<file path="config.mk">
export PLATFORM = sky130hd
export DESIGN_NAME = positional_pid_with_integral_separation_flat
export DESIGN_NICKNAME = d
export VERILOG_FILES = /design/src/hdl/ppis_pkg.sv /design/src/hdl/ppis_if.sv /design/src/hdl/ppis_cfg.sv /design/src/hdl/ppis_front.sv /design/src/hdl/ppis_fifo.sv /design/src/hdl/ppis_back.sv /design/src/hdl/positional_pid_with_integral_separation.sv /design/src/flat_wrapper.sv
export VERILOG_INCLUDE_DIRS = /design/src /design/src/hdl
export SDC_FILE = /design/constraint.sdc
export NUM_CORES = 2
export LEC_CHECK = 0
export BUFFER_PORTS_ARGS = -buffer_cell sky130_fd_sc_hd__clkbuf_2
export CAP_MARGIN = 20
export CORE_UTILIZATION = 65
export CTS_CLUSTER_DIAMETER = 150
export DETAILED_ROUTE_END_ITERATION = 16
export GPL_ROUTABILITY_DRIVEN = 0
export PLACE_DENSITY = 0.81
export SLEW_MARGIN = 0
export SYNTH_ARGS = -nofsm -noshare
export SYNTH_HDL_FRONTEND = slang
export SYNTH_SLANG_ARGS = --single-unit
</file>
<file path="constraint.sdc">
create_clock -name clk -period 8.88 [get_ports clk]
set_input_delay 0 -clock clk [delete_from_list [all_inputs] [get_ports clk]]
set_output_delay 0 -clock clk [all_outputs]
set_load 0.02 [all_outputs]
</file>
<file path="src/hdl/positional_pid_with_integral_separation_assert.svh">
// Assertion macros shared by the PID controller modules.
`ifndef POSITIONAL_PID_WITH_INTEGRAL_SEPARATION_ASSERT_SVH
`define POSITIONAL_PID_WITH_INTEGRAL_SEPARATION_ASSERT_SVH

// Property that must hold at every clock edge outside reset.
`define PPIS_ASSERT(label, prop, msg) \
  label: assert property (@(posedge clk) disable iff (!rst_n) (prop)) \
    else $error(msg);

// Consequent must hold in the cycle after the antecedent.
`define PPIS_ASSERT_NEXT(label, ante, cons, msg) \
  label: assert property (@(posedge clk) disable iff (!rst_n) (ante) |=> (cons)) \
    else $error(msg);

`endif

</file>
<file path="src/hdl/ppis_pkg.sv">
// Shared types and constants for the positional PID controller.
package ppis_pkg;

  localparam int GainW   = 16;
  localparam int LimitW  = 24;
  localparam int IntegW  = 25;
  localparam int CfgIdxW = 3;

  localparam logic [CfgIdxW-1:0] REG_GAIN_P    = 3'd0;
  localparam logic [CfgIdxW-1:0] REG_GAIN_I    = 3'd1;
  localparam logic [CfgIdxW-1:0] REG_GAIN_D    = 3'd2;
  localparam logic [CfgIdxW-1:0] REG_INT_LIMIT = 3'd3;
  localparam logic [CfgIdxW-1:0] REG_DRIVE_MAX = 3'd4;
  localparam logic [CfgIdxW-1:0] REG_DRIVE_MIN = 3'd5;
  localparam logic [CfgIdxW-1:0] REG_SEP_THR   = 3'd6;
  localparam logic [CfgIdxW-1:0] REG_SEP_EN    = 3'd7;

  localparam logic [GainW-1:0]  GainPReset    = 16'd256;
  localparam logic [LimitW-1:0] IntLimitReset = 24'd100;

  typedef struct packed {
    logic signed [GainW-1:0] p;
    logic signed [GainW-1:0] i;
    logic signed [GainW-1:0] d;
  } gains_t;

endpackage

</file>
<file path="src/hdl/ppis_if.sv">
// Channel interfaces: sample input, drive output and register write port.
interface ppis_in_if #(parameter int SAMPLE_WIDTH = 16);
  logic                           valid;
  logic                           ready;
  logic signed [SAMPLE_WIDTH-1:0] target_value;
  logic signed [SAMPLE_WIDTH-1:0] measured_value;

  modport source(output valid, output target_value, output measured_value, input ready);
  modport sink(input valid, input target_value, input measured_value, output ready);
endinterface

interface ppis_out_if #(parameter int SAMPLE_WIDTH = 16);
  logic                           valid;
  logic                           ready;
  logic signed [SAMPLE_WIDTH-1:0] drive;
  logic                           clamped;
  logic                           integral_gated;

  modport source(output valid, output drive, output clamped, output integral_gated,
                 input ready);
  modport sink(input valid, input drive, input clamped, input integral_gated,
               output ready);
endinterface

interface ppis_cfg_if #(parameter int DATA_W = 24);
  logic                           valid;
  logic                           ready;
  logic [ppis_pkg::CfgIdxW-1:0]   index;
  logic [DATA_W-1:0]              data;

  modport source(output valid, output index, output data, input ready);
  modport sink(input valid, input index, input data, output ready);
endinterface

</file>
<file path="src/hdl/ppis_cfg.sv">
// Configuration register file.
module ppis_cfg #(
  parameter int SAMPLE_WIDTH = 16,
  parameter int DATA_W       = 24
) (
  input  logic                              clk,
  input  logic                              rst_n,
  input  logic                              wr_en,
  input  logic [ppis_pkg::CfgIdxW-1:0]      wr_index,
  input  logic [DATA_W-1:0]                 wr_data,
  output ppis_pkg::gains_t                  gains,
  output logic [ppis_pkg::LimitW-1:0]       int_limit,
  output logic signed [SAMPLE_WIDTH-1:0]    drive_max,
  output logic signed [SAMPLE_WIDTH-1:0]    drive_min,
  output logic [SAMPLE_WIDTH:0]             sep_thr,
  output logic                              sep_en
);

  ppis_pkg::gains_t                  gains_r;
  logic [ppis_pkg::LimitW-1:0]       int_limit_r;
  logic signed [SAMPLE_WIDTH-1:0]    drive_max_r;
  logic signed [SAMPLE_WIDTH-1:0]    drive_min_r;
  logic [SAMPLE_WIDTH:0]             sep_thr_r;
  logic                              sep_en_r;

  always_ff @(posedge clk) begin
    if (!rst_n) begin
      gains_r.p   <= ppis_pkg::GainPReset;
      gains_r.i   <= '0;
      gains_r.d   <= '0;
      int_limit_r <= ppis_pkg::IntLimitReset;
      drive_max_r <= {1'b0, {(SAMPLE_WIDTH-1){1'b1}}};
      drive_min_r <= {1'b1, {(SAMPLE_WIDTH-1){1'b0}}};
      sep_thr_r   <= '1;
      sep_en_r    <= 1'b0;
    end else if (wr_en) begin
      case (wr_index)
        ppis_pkg::REG_GAIN_P:    gains_r.p   <= wr_data[ppis_pkg::GainW-1:0];
        ppis_pkg::REG_GAIN_I:    gains_r.i   <= wr_data[ppis_pkg::GainW-1:0];
        ppis_pkg::REG_GAIN_D:    gains_r.d   <= wr_data[ppis_pkg::GainW-1:0];
        ppis_pkg::REG_INT_LIMIT: int_limit_r <= wr_data[ppis_pkg::LimitW-1:0];
        ppis_pkg::REG_DRIVE_MAX: drive_max_r <= wr_data[SAMPLE_WIDTH-1:0];
        ppis_pkg::REG_DRIVE_MIN: drive_min_r <= wr_data[SAMPLE_WIDTH-1:0];
        ppis_pkg::REG_SEP_THR:   sep_thr_r   <= wr_data[SAMPLE_WIDTH:0];
        ppis_pkg::REG_SEP_EN:    sep_en_r    <= wr_data[0];
        default: ;
      endcase
    end
  end

  assign gains     = gains_r;
  assign int_limit = int_limit_r;
  assign drive_max = drive_max_r;
  assign drive_min = drive_min_r;
  assign sep_thr   = sep_thr_r;
  assign sep_en    = sep_en_r;

endmodule

</file>
<file path="src/hdl/ppis_front.sv">
// Front end: error, derivative difference, integral update and separation test.
`include "positional_pid_with_integral_separation_assert.svh"

module ppis_front #(
  parameter int SAMPLE_WIDTH = 16,
  parameter int ITEM_W       = 2 * SAMPLE_WIDTH + 3 + ppis_pkg::IntegW + 1
) (
  input  logic                              clk,
  input  logic                              rst_n,
  input  logic                              in_valid,
  output logic                              in_ready,
  input  logic signed [SAMPLE_WIDTH-1:0]    target_value,
  input  logic signed [SAMPLE_WIDTH-1:0]    measured_value,
  input  logic [ppis_pkg::LimitW-1:0]       int_limit,
  input  logic [SAMPLE_WIDTH:0]             sep_thr,
  input  logic                              sep_en,
  output logic                              push_valid,
  input  logic                              push_ready,
  output logic [ITEM_W-1:0]                 push_data
);

  localparam int EW = SAMPLE_WIDTH + 1;
  localparam int IW = ((ppis_pkg::IntegW > EW) ? ppis_pkg::IntegW : EW) + 1;

  logic signed [EW-1:0]               err;
  logic [EW-1:0]                      mag;
  logic signed [EW:0]                 diff;
  logic                               gated;
  logic signed [IW-1:0]               isum;
  logic signed [IW-1:0]               lim;
  logic signed [IW-1:0]               iclamp;
  logic signed [ppis_pkg::IntegW-1:0] integ_nxt;
  logic signed [ppis_pkg::IntegW-1:0] integ_r;
  logic signed [EW-1:0]               last_err_r;
  logic                               fire;

  assign fire       = in_valid && push_ready;
  assign in_ready   = push_ready;
  assign push_valid = in_valid;

  assign err   = EW'(target_value) - EW'(measured_value);
  assign mag   = err[EW-1] ? EW'(-err) : EW'(err);
  assign gated = sep_en && (mag > sep_thr);
  assign diff  = (EW+1)'(err) - (EW+1)'(last_err_r);

  // integral accumulates even when its term is gated
  assign isum = IW'(integ_r) + IW'(err);
  assign lim  = $signed({{(IW-ppis_pkg::LimitW){1'b0}}, int_limit});

  always_comb begin
    if (isum > lim) begin
      iclamp = lim;
    end else if (isum < -lim) begin
      iclamp = -lim;
    end else begin
      iclamp = isum;
    end
  end

  assign integ_nxt = ppis_pkg::IntegW'(iclamp);
  assign push_data = {err, diff, integ_nxt, gated};

  always_ff @(posedge clk) begin
    if (!rst_n) begin
      integ_r    <= '0;
      last_err_r <= '0;
    end else if (fire) begin
      integ_r    <= integ_nxt;
      last_err_r <= err;
    end
  end

  `PPIS_ASSERT_NEXT(a_last_err_tracks, fire, last_err_r == $past(err), "last error not updated")
  `PPIS_ASSERT_NEXT(a_integ_hold, !fire, $stable(integ_r), "integral moved without a beat")

endmodule

</file>
<file path="src/hdl/ppis_fifo.sv">
// Small queue between the front end and the arithmetic back end.
`include "positional_pid_with_integral_separation_assert.svh"

module ppis_fifo #(
  parameter int W     = 8,
  parameter int DEPTH = 2
) (
  input  logic         clk,
  input  logic         rst_n,
  input  logic         push_valid,
  output logic         push_ready,
  input  logic [W-1:0] push_data,
  output logic         pop_valid,
  input  logic         pop_ready,
  output logic [W-1:0] pop_data
);

  localparam int PtrW = $clog2(DEPTH);
  localparam int CntW = $clog2(DEPTH + 1);

  logic [W-1:0]    mem_r [DEPTH];
  logic [PtrW-1:0] wr_ptr_r;
  logic [PtrW-1:0] rd_ptr_r;
  logic [CntW-1:0] count_r;
  logic            push;
  logic            pop;

  assign push_ready = (count_r != CntW'(DEPTH));
  assign pop_valid  = (count_r != '0);
  assign push       = push_valid && push_ready;
  assign pop        = pop_valid && pop_ready;
  assign pop_data   = mem_r[rd_ptr_r];

  always_ff @(posedge clk) begin
    if (push) begin
      mem_r[wr_ptr_r] <= push_data;
    end
  end

  always_ff @(posedge clk) begin
    if (!rst_n) begin
      wr_ptr_r <= '0;
      rd_ptr_r <= '0;
      count_r  <= '0;
    end else begin
      if (push) begin
        wr_ptr_r <= (wr_ptr_r == PtrW'(DEPTH - 1)) ? '0 : wr_ptr_r + 1'b1;
      end
      if (pop) begin
        rd_ptr_r <= (rd_ptr_r == PtrW'(DEPTH - 1)) ? '0 : rd_ptr_r + 1'b1;
      end
      if (push && !pop) begin
        count_r <= count_r + 1'b1;
      end else if (pop && !push) begin
        count_r <= count_r - 1'b1;
      end
    end
  end

  `PPIS_ASSERT(a_count_bound, count_r <= CntW'(DEPTH), "queue count above depth")
  `PPIS_ASSERT_NEXT(a_count_up, push && !pop, count_r == $past(count_r) + 1'b1, "count lost a push")

endmodule

</file>
<file path="src/hdl/ppis_back.sv">
// Back end: gain products, then sum, scaling, output clamp and output register.
`include "positional_pid_with_integral_separation_assert.svh"

module ppis_back #(
  parameter int SAMPLE_WIDTH   = 16,
  parameter int GAIN_FRAC_BITS = 8,
  parameter int ITEM_W         = 2 * SAMPLE_WIDTH + 3 + ppis_pkg::IntegW + 1
) (
  input  logic                              clk,
  input  logic                              rst_n,
  input  logic                              pop_valid,
  output logic                              pop_ready,
  input  logic [ITEM_W-1:0]                 pop_data,
  input  ppis_pkg::gains_t                  gains,
  input  logic signed [SAMPLE_WIDTH-1:0]    drive_max,
  input  logic signed [SAMPLE_WIDTH-1:0]    drive_min,
  output logic                              out_valid,
  input  logic                              out_ready,
  output logic signed [SAMPLE_WIDTH-1:0]    drive,
  output logic                              clamped,
  output logic                              integral_gated
);

  localparam int EW   = SAMPLE_WIDTH + 1;
  localparam int DW   = SAMPLE_WIDTH + 2;
  localparam int GW   = ppis_pkg::GainW;
  localparam int NW   = ppis_pkg::IntegW;
  localparam int PW   = EW + GW;
  localparam int IPW  = NW + GW;
  localparam int DPW  = DW + GW;
  localparam int MAXW = (DPW > IPW) ? DPW : IPW;
  localparam int SUMW = MAXW + 2;

  logic signed [EW-1:0]   q_err;
  logic signed [DW-1:0]   q_diff;
  logic signed [NW-1:0]   q_integ;
  logic                   q_gated;

  logic signed [PW-1:0]   p_prod_r;
  logic signed [IPW-1:0]  i_prod_r;
  logic signed [DPW-1:0]  d_prod_r;
  logic                   gated_s1_r;
  logic                   s1_valid_r;
  logic                   s1_en;

  logic signed [SUMW-1:0] sum;
  logic signed [SUMW-1:0] y;
  logic                   over_hi;
  logic                   under_lo;

  logic                   out_valid_r;
  logic signed [SAMPLE_WIDTH-1:0] drive_r;
  logic                   clamped_r;
  logic                   gated_r;
  logic                   out_en;

  assign q_err   = $signed(pop_data[ITEM_W-1 -: EW]);
  assign q_diff  = $signed(pop_data[ITEM_W-EW-1 -: DW]);
  assign q_integ = $signed(pop_data[NW:1]);
  assign q_gated = pop_data[0];

  assign out_en    = !out_valid_r || out_ready;
  assign s1_en     = !s1_valid_r || out_en;
  assign pop_ready = s1_en;

  // stage 1: three gain products
  always_ff @(posedge clk) begin
    if (!rst_n) begin
      s1_valid_r <= 1'b0;
    end else if (s1_en) begin
      s1_valid_r <= pop_valid;
    end
  end

  always_ff @(posedge clk) begin
    if (s1_en && pop_valid) begin
      p_prod_r   <= $signed(gains.p) * q_err;
      if (q_gated) begin
        i_prod_r <= '0;
      end else begin
        i_prod_r <= $signed(gains.i) * q_integ;
      end
      d_prod_r   <= $signed(gains.d) * q_diff;
      gated_s1_r <= q_gated;
    end
  end

  // stage 2: sum, floor shift by the gain fraction, then clamp (max test wins)
  assign sum      = SUMW'(p_prod_r) + SUMW'(i_prod_r) + SUMW'(d_prod_r);
  assign y        = sum >>> GAIN_FRAC_BITS;
  assign over_hi  = (y > drive_max);
  assign under_lo = !over_hi && (y < drive_min);

  always_ff @(posedge clk) begin
    if (!rst_n) begin
      out_valid_r <= 1'b0;
    end else if (out_en) begin
      out_valid_r <= s1_valid_r;
    end
  end

  always_ff @(posedge clk) begin
    if (out_en && s1_valid_r) begin
      if (over_hi) begin
        drive_r <= drive_max;
      end else if (under_lo) begin
        drive_r <= drive_min;
      end else begin
        drive_r <= y[SAMPLE_WIDTH-1:0];
      end
      clamped_r <= over_hi || under_lo;
      gated_r   <= gated_s1_r;
    end
  end

  assign out_valid      = out_valid_r;
  assign drive          = drive_r;
  assign clamped        = clamped_r;
  assign integral_gated = gated_r;

  `PPIS_ASSERT_NEXT(a_s1_hold, s1_valid_r && !s1_en, s1_valid_r && $stable(p_prod_r), "stage 1 overwritten")
  `PPIS_ASSERT_NEXT(a_out_load, out_en && s1_valid_r, out_valid_r, "result dropped at output")

endmodule

</file>
<file path="src/hdl/positional_pid_with_integral_separation.sv">
// Positional PID controller with integral separation, top level.
//
// Channels: in_ch takes one sample beat (target_value, measured_value);
// out_ch gives one result beat per sample (drive, clamped, integral_gated);
// cfg_ch writes register <index> with <data> and is always ready. Registers
// must be written only while no sample is in flight; the block does not
// enforce this. Throughput: one sample per cycle while out_ch does not stall.
// The front end updates the integral and last error in the accept cycle; a
// two-entry queue feeds a two-stage back end (gain multiplies, then
// sum/shift/clamp into the output register). An accepted sample passes through
// the queue, the stage 1 product registers and the output register to out_ch.
// Reset (rst_n low, synchronous): registers take their defaults, integral
// and last error clear, queue and pipeline empty.
// When out_ch stalls, the output register holds, the back end fills, then
// the queue fills and in_ch.ready drops; nothing is lost or repeated.
module positional_pid_with_integral_separation #(
  parameter int SAMPLE_WIDTH   = 16,
  parameter int GAIN_FRAC_BITS = 8
) (
  input  logic       clk,
  input  logic       rst_n,
  ppis_in_if.sink    in_ch,
  ppis_out_if.source out_ch,
  ppis_cfg_if.sink   cfg_ch
);

  localparam int DATA_W = (ppis_pkg::LimitW > SAMPLE_WIDTH + 1) ?
                          ppis_pkg::LimitW : SAMPLE_WIDTH + 1;
  localparam int ITEM_W = 2 * SAMPLE_WIDTH + 3 + ppis_pkg::IntegW + 1;
  localparam int QDEPTH = 2;

  ppis_pkg::gains_t               gains;
  logic [ppis_pkg::LimitW-1:0]    int_limit;
  logic signed [SAMPLE_WIDTH-1:0] drive_max;
  logic signed [SAMPLE_WIDTH-1:0] drive_min;
  logic [SAMPLE_WIDTH:0]          sep_thr;
  logic                           sep_en;

  logic              q_push_valid;
  logic              q_push_ready;
  logic [ITEM_W-1:0] q_push_data;
  logic              q_pop_valid;
  logic              q_pop_ready;
  logic [ITEM_W-1:0] q_pop_data;

  assign cfg_ch.ready = 1'b1;

  ppis_cfg #(
    .SAMPLE_WIDTH(SAMPLE_WIDTH),
    .DATA_W      (DATA_W)
  ) u_cfg (
    .clk      (clk),
    .rst_n    (rst_n),
    .wr_en    (cfg_ch.valid),
    .wr_index (cfg_ch.index),
    .wr_data  (cfg_ch.data[DATA_W-1:0]),
    .gains    (gains),
    .int_limit(int_limit),
    .drive_max(drive_max),
    .drive_min(drive_min),
    .sep_thr  (sep_thr),
    .sep_en   (sep_en)
  );

  ppis_front #(
    .SAMPLE_WIDTH(SAMPLE_WIDTH),
    .ITEM_W      (ITEM_W)
  ) u_front (
    .clk           (clk),
    .rst_n         (rst_n),
    .in_valid      (in_ch.valid),
    .in_ready      (in_ch.ready),
    .target_value  (in_ch.target_value),
    .measured_value(in_ch.measured_value),
    .int_limit     (int_limit),
    .sep_thr       (sep_thr),
    .sep_en        (sep_en),
    .push_valid    (q_push_valid),
    .push_ready    (q_push_ready),
    .push_data     (q_push_data)
  );

  ppis_fifo #(
    .W    (ITEM_W),
    .DEPTH(QDEPTH)
  ) u_fifo (
    .clk       (clk),
    .rst_n     (rst_n),
    .push_valid(q_push_valid),
    .push_ready(q_push_ready),
    .push_data (q_push_data),
    .pop_valid (q_pop_valid),
    .pop_ready (q_pop_ready),
    .pop_data  (q_pop_data)
  );

  ppis_back #(
    .SAMPLE_WIDTH  (SAMPLE_WIDTH),
    .GAIN_FRAC_BITS(GAIN_FRAC_BITS),
    .ITEM_W        (ITEM_W)
  ) u_back (
    .clk           (clk),
    .rst_n         (rst_n),
    .pop_valid     (q_pop_valid),
    .pop_ready     (q_pop_ready),
    .pop_data      (q_pop_data),
    .gains         (gains),
    .drive_max     (drive_max),
    .drive_min     (drive_min),
    .out_valid     (out_ch.valid),
    .out_ready     (out_ch.ready),
    .drive         (out_ch.drive),
    .clamped       (out_ch.clamped),
    .integral_gated(out_ch.integral_gated)
  );

endmodule

</file>
<file path="src/flat_wrapper.sv">
// flat-port wrapper written by rule: the top's interface ports become plain ports
module positional_pid_with_integral_separation_flat 
#(
  parameter int SAMPLE_WIDTH   = 16,
  parameter int GAIN_FRAC_BITS = 8
)
  (clk, rst_n, in_ch_valid, in_ch_target_value, in_ch_measured_value, in_ch_ready, out_ch_valid, out_ch_drive, out_ch_clamped, out_ch_integral_gated, out_ch_ready, cfg_ch_valid, cfg_ch_index, cfg_ch_data, cfg_ch_ready);
  ppis_in_if #(.SAMPLE_WIDTH(SAMPLE_WIDTH)) in_ch_i ();
  ppis_out_if #(.SAMPLE_WIDTH(SAMPLE_WIDTH)) out_ch_i ();
  ppis_cfg_if cfg_ch_i ();
  input  logic clk;
  input  logic rst_n;
  input wire logic [$bits(in_ch_i.valid)-1:0] in_ch_valid;
  input wire logic [$bits(in_ch_i.target_value)-1:0] in_ch_target_value;
  input wire logic [$bits(in_ch_i.measured_value)-1:0] in_ch_measured_value;
  output wire logic [$bits(in_ch_i.ready)-1:0] in_ch_ready;
  output wire logic [$bits(out_ch_i.valid)-1:0] out_ch_valid;
  output wire logic [$bits(out_ch_i.drive)-1:0] out_ch_drive;
  output wire logic [$bits(out_ch_i.clamped)-1:0] out_ch_clamped;
  output wire logic [$bits(out_ch_i.integral_gated)-1:0] out_ch_integral_gated;
  input wire logic [$bits(out_ch_i.ready)-1:0] out_ch_ready;
  input wire logic [$bits(cfg_ch_i.valid)-1:0] cfg_ch_valid;
  input wire logic [$bits(cfg_ch_i.index)-1:0] cfg_ch_index;
  input wire logic [$bits(cfg_ch_i.data)-1:0] cfg_ch_data;
  output wire logic [$bits(cfg_ch_i.ready)-1:0] cfg_ch_ready;
  assign in_ch_i.valid = in_ch_valid;
  assign in_ch_i.target_value = in_ch_target_value;
  assign in_ch_i.measured_value = in_ch_measured_value;
  assign in_ch_ready = in_ch_i.ready;
  assign out_ch_valid = out_ch_i.valid;
  assign out_ch_drive = out_ch_i.drive;
  assign out_ch_clamped = out_ch_i.clamped;
  assign out_ch_integral_gated = out_ch_i.integral_gated;
  assign out_ch_i.ready = out_ch_ready;
  assign cfg_ch_i.valid = cfg_ch_valid;
  assign cfg_ch_i.index = cfg_ch_index;
  assign cfg_ch_i.data = cfg_ch_data;
  assign cfg_ch_ready = cfg_ch_i.ready;
  positional_pid_with_integral_separation #(.SAMPLE_WIDTH(SAMPLE_WIDTH), .GAIN_FRAC_BITS(GAIN_FRAC_BITS)) u_core (.clk(clk), .rst_n(rst_n), .in_ch(in_ch_i), .out_ch(out_ch_i), .cfg_ch(cfg_ch_i));
endmodule
</file>
==> results.tsv <==
metric	value	unit
cpPeakStageDelay	0.57	ns
grt_pass1_wl	249.1	mm
combPwrFrac	72.7	%
swShare	50.39	%
finalMaxSlewViolations	0	
final_nets	7950	
wl_met1	57.52	mm
drcViolationCount	0	
arrival	8.34	ns
grt_max_degree	80	
power_per_cell_area	315.8	nW/um2
cts_hold_buffers	27	
fin_ws	0.8507	ns
synth-seq-cells	420	
outcome	complete, but fails checks	
hold_viol	1	
dp_hpwl	122.0	mm
cts.sinks	420	
critPathBufInv	6	
syn_inst	6410	
synth_area_leaders	fa_1, edfxtp_1, ha_1	
ir_drop	0.3935	mV
critical_path_class	in -> reg	
ys_seq_area_share	18.15	%
drv_cap	0	
grt_setup_unrepaired	false	
highest_layer	met5	
synth.avg_cell_area	9.367	um2
drive_gt1_share	5.048	%
cts_buffer_depth	3	
fin_crit	8.029	ns
synth_fp_nets	7978	
grt_overflow	0	
synth_edf_count	249	
drtIter0Drc	3545	
clk_pin_slew	0.06	ns
wl_met3	14.34	mm
firstDrtPassIters	6	
cts_tree	done	
grt_usage	34.00	%
end_kind	flip-flop	
p_sw	10.06	mW
grt_pass1_vias	47630	
pin_count	85	
setup_viol	0	
fp-row-count	111	
vias_per_cell	5.901	
die_y	305.9	um
cts_buffers	47	
core_area	91520	um2
hold_class	in -> reg	
p_leak	30.61	nW
antenna_found_initial	9	
ys_warn_count	0	
syn_to_final_growth	5.351	%
syn_area	60040	um2
cp_max_fo	39	
fin_tns_setup	0	ns
min_path_cells	3	
cp.depth	32	
worst-r2r-cell-count	21	
yosysTopAreaCell	fa_1	
cts.repair.resized	0	
p_int	9.909	mW
final_common_cell	inv_1	
htree_levels	2	
design_area	63260	um2
async_flop_share	0	%
cp-start-kind	primary input	
place_ws	0.9636	ns
power_frac_seq	17.6	%
dpl_cell_area	61460	um2
cpLargestDelayFamily	compound AO/OA/AOI/OAI gates	
vias	44900	
worstMarginPinSlew	1.192	ns
drtAntennaViolNets	0	
insertion_delay	0.64	ns
post-cts-setup-buffers	0	
mostFrequentLayoutCells	inv_1, fa_1, nand2_1	
fin_hold_ws	-0.001339	ns
skew	0.06242	ns
dieArea	93590	um2
maxSlewHeadroom	20.43	%
wirelength	153.9	mm
crit_slowest_cell	nor4bb_1	
fmax	0.1245	GHz
failed_checks	negative hold slack	
synth_cell_type_count	90	
numPortBuffers	83	
cts_root_buf	clkbuf_16	
ys.flop_type	edfxtp_1	
total_power	19.97	mW
synth_top_area_share	33.24	%
cp.required	9.19	ns
die_w	305.9	um
power_frac_clock	9.8	%
detail_route.wl_per_cell	20.23	um
final.fill_count	6711	
start_util	65.60	%
post-route-period-util	90.42	%
wl_met2	71.93	mm
utilization	69.12	%
metal layers:
layer	GRT usage (%)	vias to the layer above
met5	0	-
met4	19.74	6
met3	7.016	547
met2	56.11	2063
met1	41.51	22220
li1	-	20070
cell families after synthesis:
kind of cell / synth area share [%]
simple gates: 14.31
buf+inv: 9.588
fa+ha+maj: 43.81
compound gates: 9.075
flops: 18.15
xor+xnor: 3.224
mux: 1.838
other cells: 0.006245
final cells by class:
type	count	area [um2]	share of cell area, %
diodes	4	10.01	0.01582
clock inverters	22	257.7	0.4075
multi-input cells	4465	43430	68.65
flip-flops and latches	420	10900	17.23
well taps	1186	1484	2.346
inverters	1289	4841	7.653
repair buffers	159	1076	1.701
clock buffers	64	1260	1.992
worst register-to-register path, delay by kind of cell, from the launching register on:
| kind | cells | cell delay [ns] |
|---|---|---|
| xor gates and xnor gates | 1 | 0.13 |
| adders and majority gates | 7 | 3.39 |
| muxes | 1 | 0.48 |
| AOI/OAI and AO/OA | 4 | 1.18 |
| buffers and inverters | 4 | 0.56 |
| and+or+nand+nor | 4 | 1.17 |
| DFF | 1 | 0.76 |
per-stage QoR:
step	hold WS [ns]	instances
detailed placement	0.2436	7492
CTS	0.003496	7605
finish	-0.001339	7609
floorplan	0.1240	6410
global route	0.002423	7607
global placement	0.2337	7491
sequential cells by signal (all words and copies together), names as in the netlist, 24 cells and up, named ones only:
register	count
u_core.u_back.d_prod_r	34
u_core.u_back.i_prod_r	41
u_core.u_back.p_prod_r	33
u_core.u_cfg.gains	48
u_core.u_cfg.int_limit	24
u_core.u_fifo.mem_r	122
u_core.u_front.integ_r	25
power by group through the flow:
stage          combinational, mW  clock [mW]  sequential, mW
6_report                    14.5        1.95            3.51
5_1_grt                     16.0        2.04            3.54
4_1_cts                     14.4        1.96            3.50
3_5_place_dp                14.2           0            3.54
3_3_place_gp                13.7           0            3.52
2_1_floorplan               10.5           0            3.44
cell usage after synthesis, drive strengths merged, types with 30 or more instances:
library cell  count
a21boi          104
a21o             98
a21oi           198
a31oi            41
and2            352
clkbuf          209
dfxtp           171
edfxtp          249
fa              997
ha              507
inv            1287
mux2             63
mux2i            39
nand2           904
nand2b           30
nand3            63
nand4            36
nor2            216
nor2b            67
nor3             55
o211ai           51
o21a             33
o21ai           116
xnor2           159
xor2             62
final timing paths:
path / startpoint / end / slack, ns
worst min register to register: u_core.u_front.last_err_r[13]$_SDFFE_PN0P_ / u_core.u_front.last_err_r[13]$_SDFFE_PN0P_ / 0.46
worst max register to register: flip-flop / u_core.u_back.d_prod_r[32]$_DFFE_PP_ / 0.93
worst max-delay path: in_ch_measured_value[0] / u_core.u_fifo.mem_r[1][17]$_DFFE_PP_ / 0.85
worst min-delay path: cfg_ch_data[10] / u_core.u_cfg.drive_min[10]$_SDFFE_PN0P_ / -0.001
(Power assumes the default switching activity.)
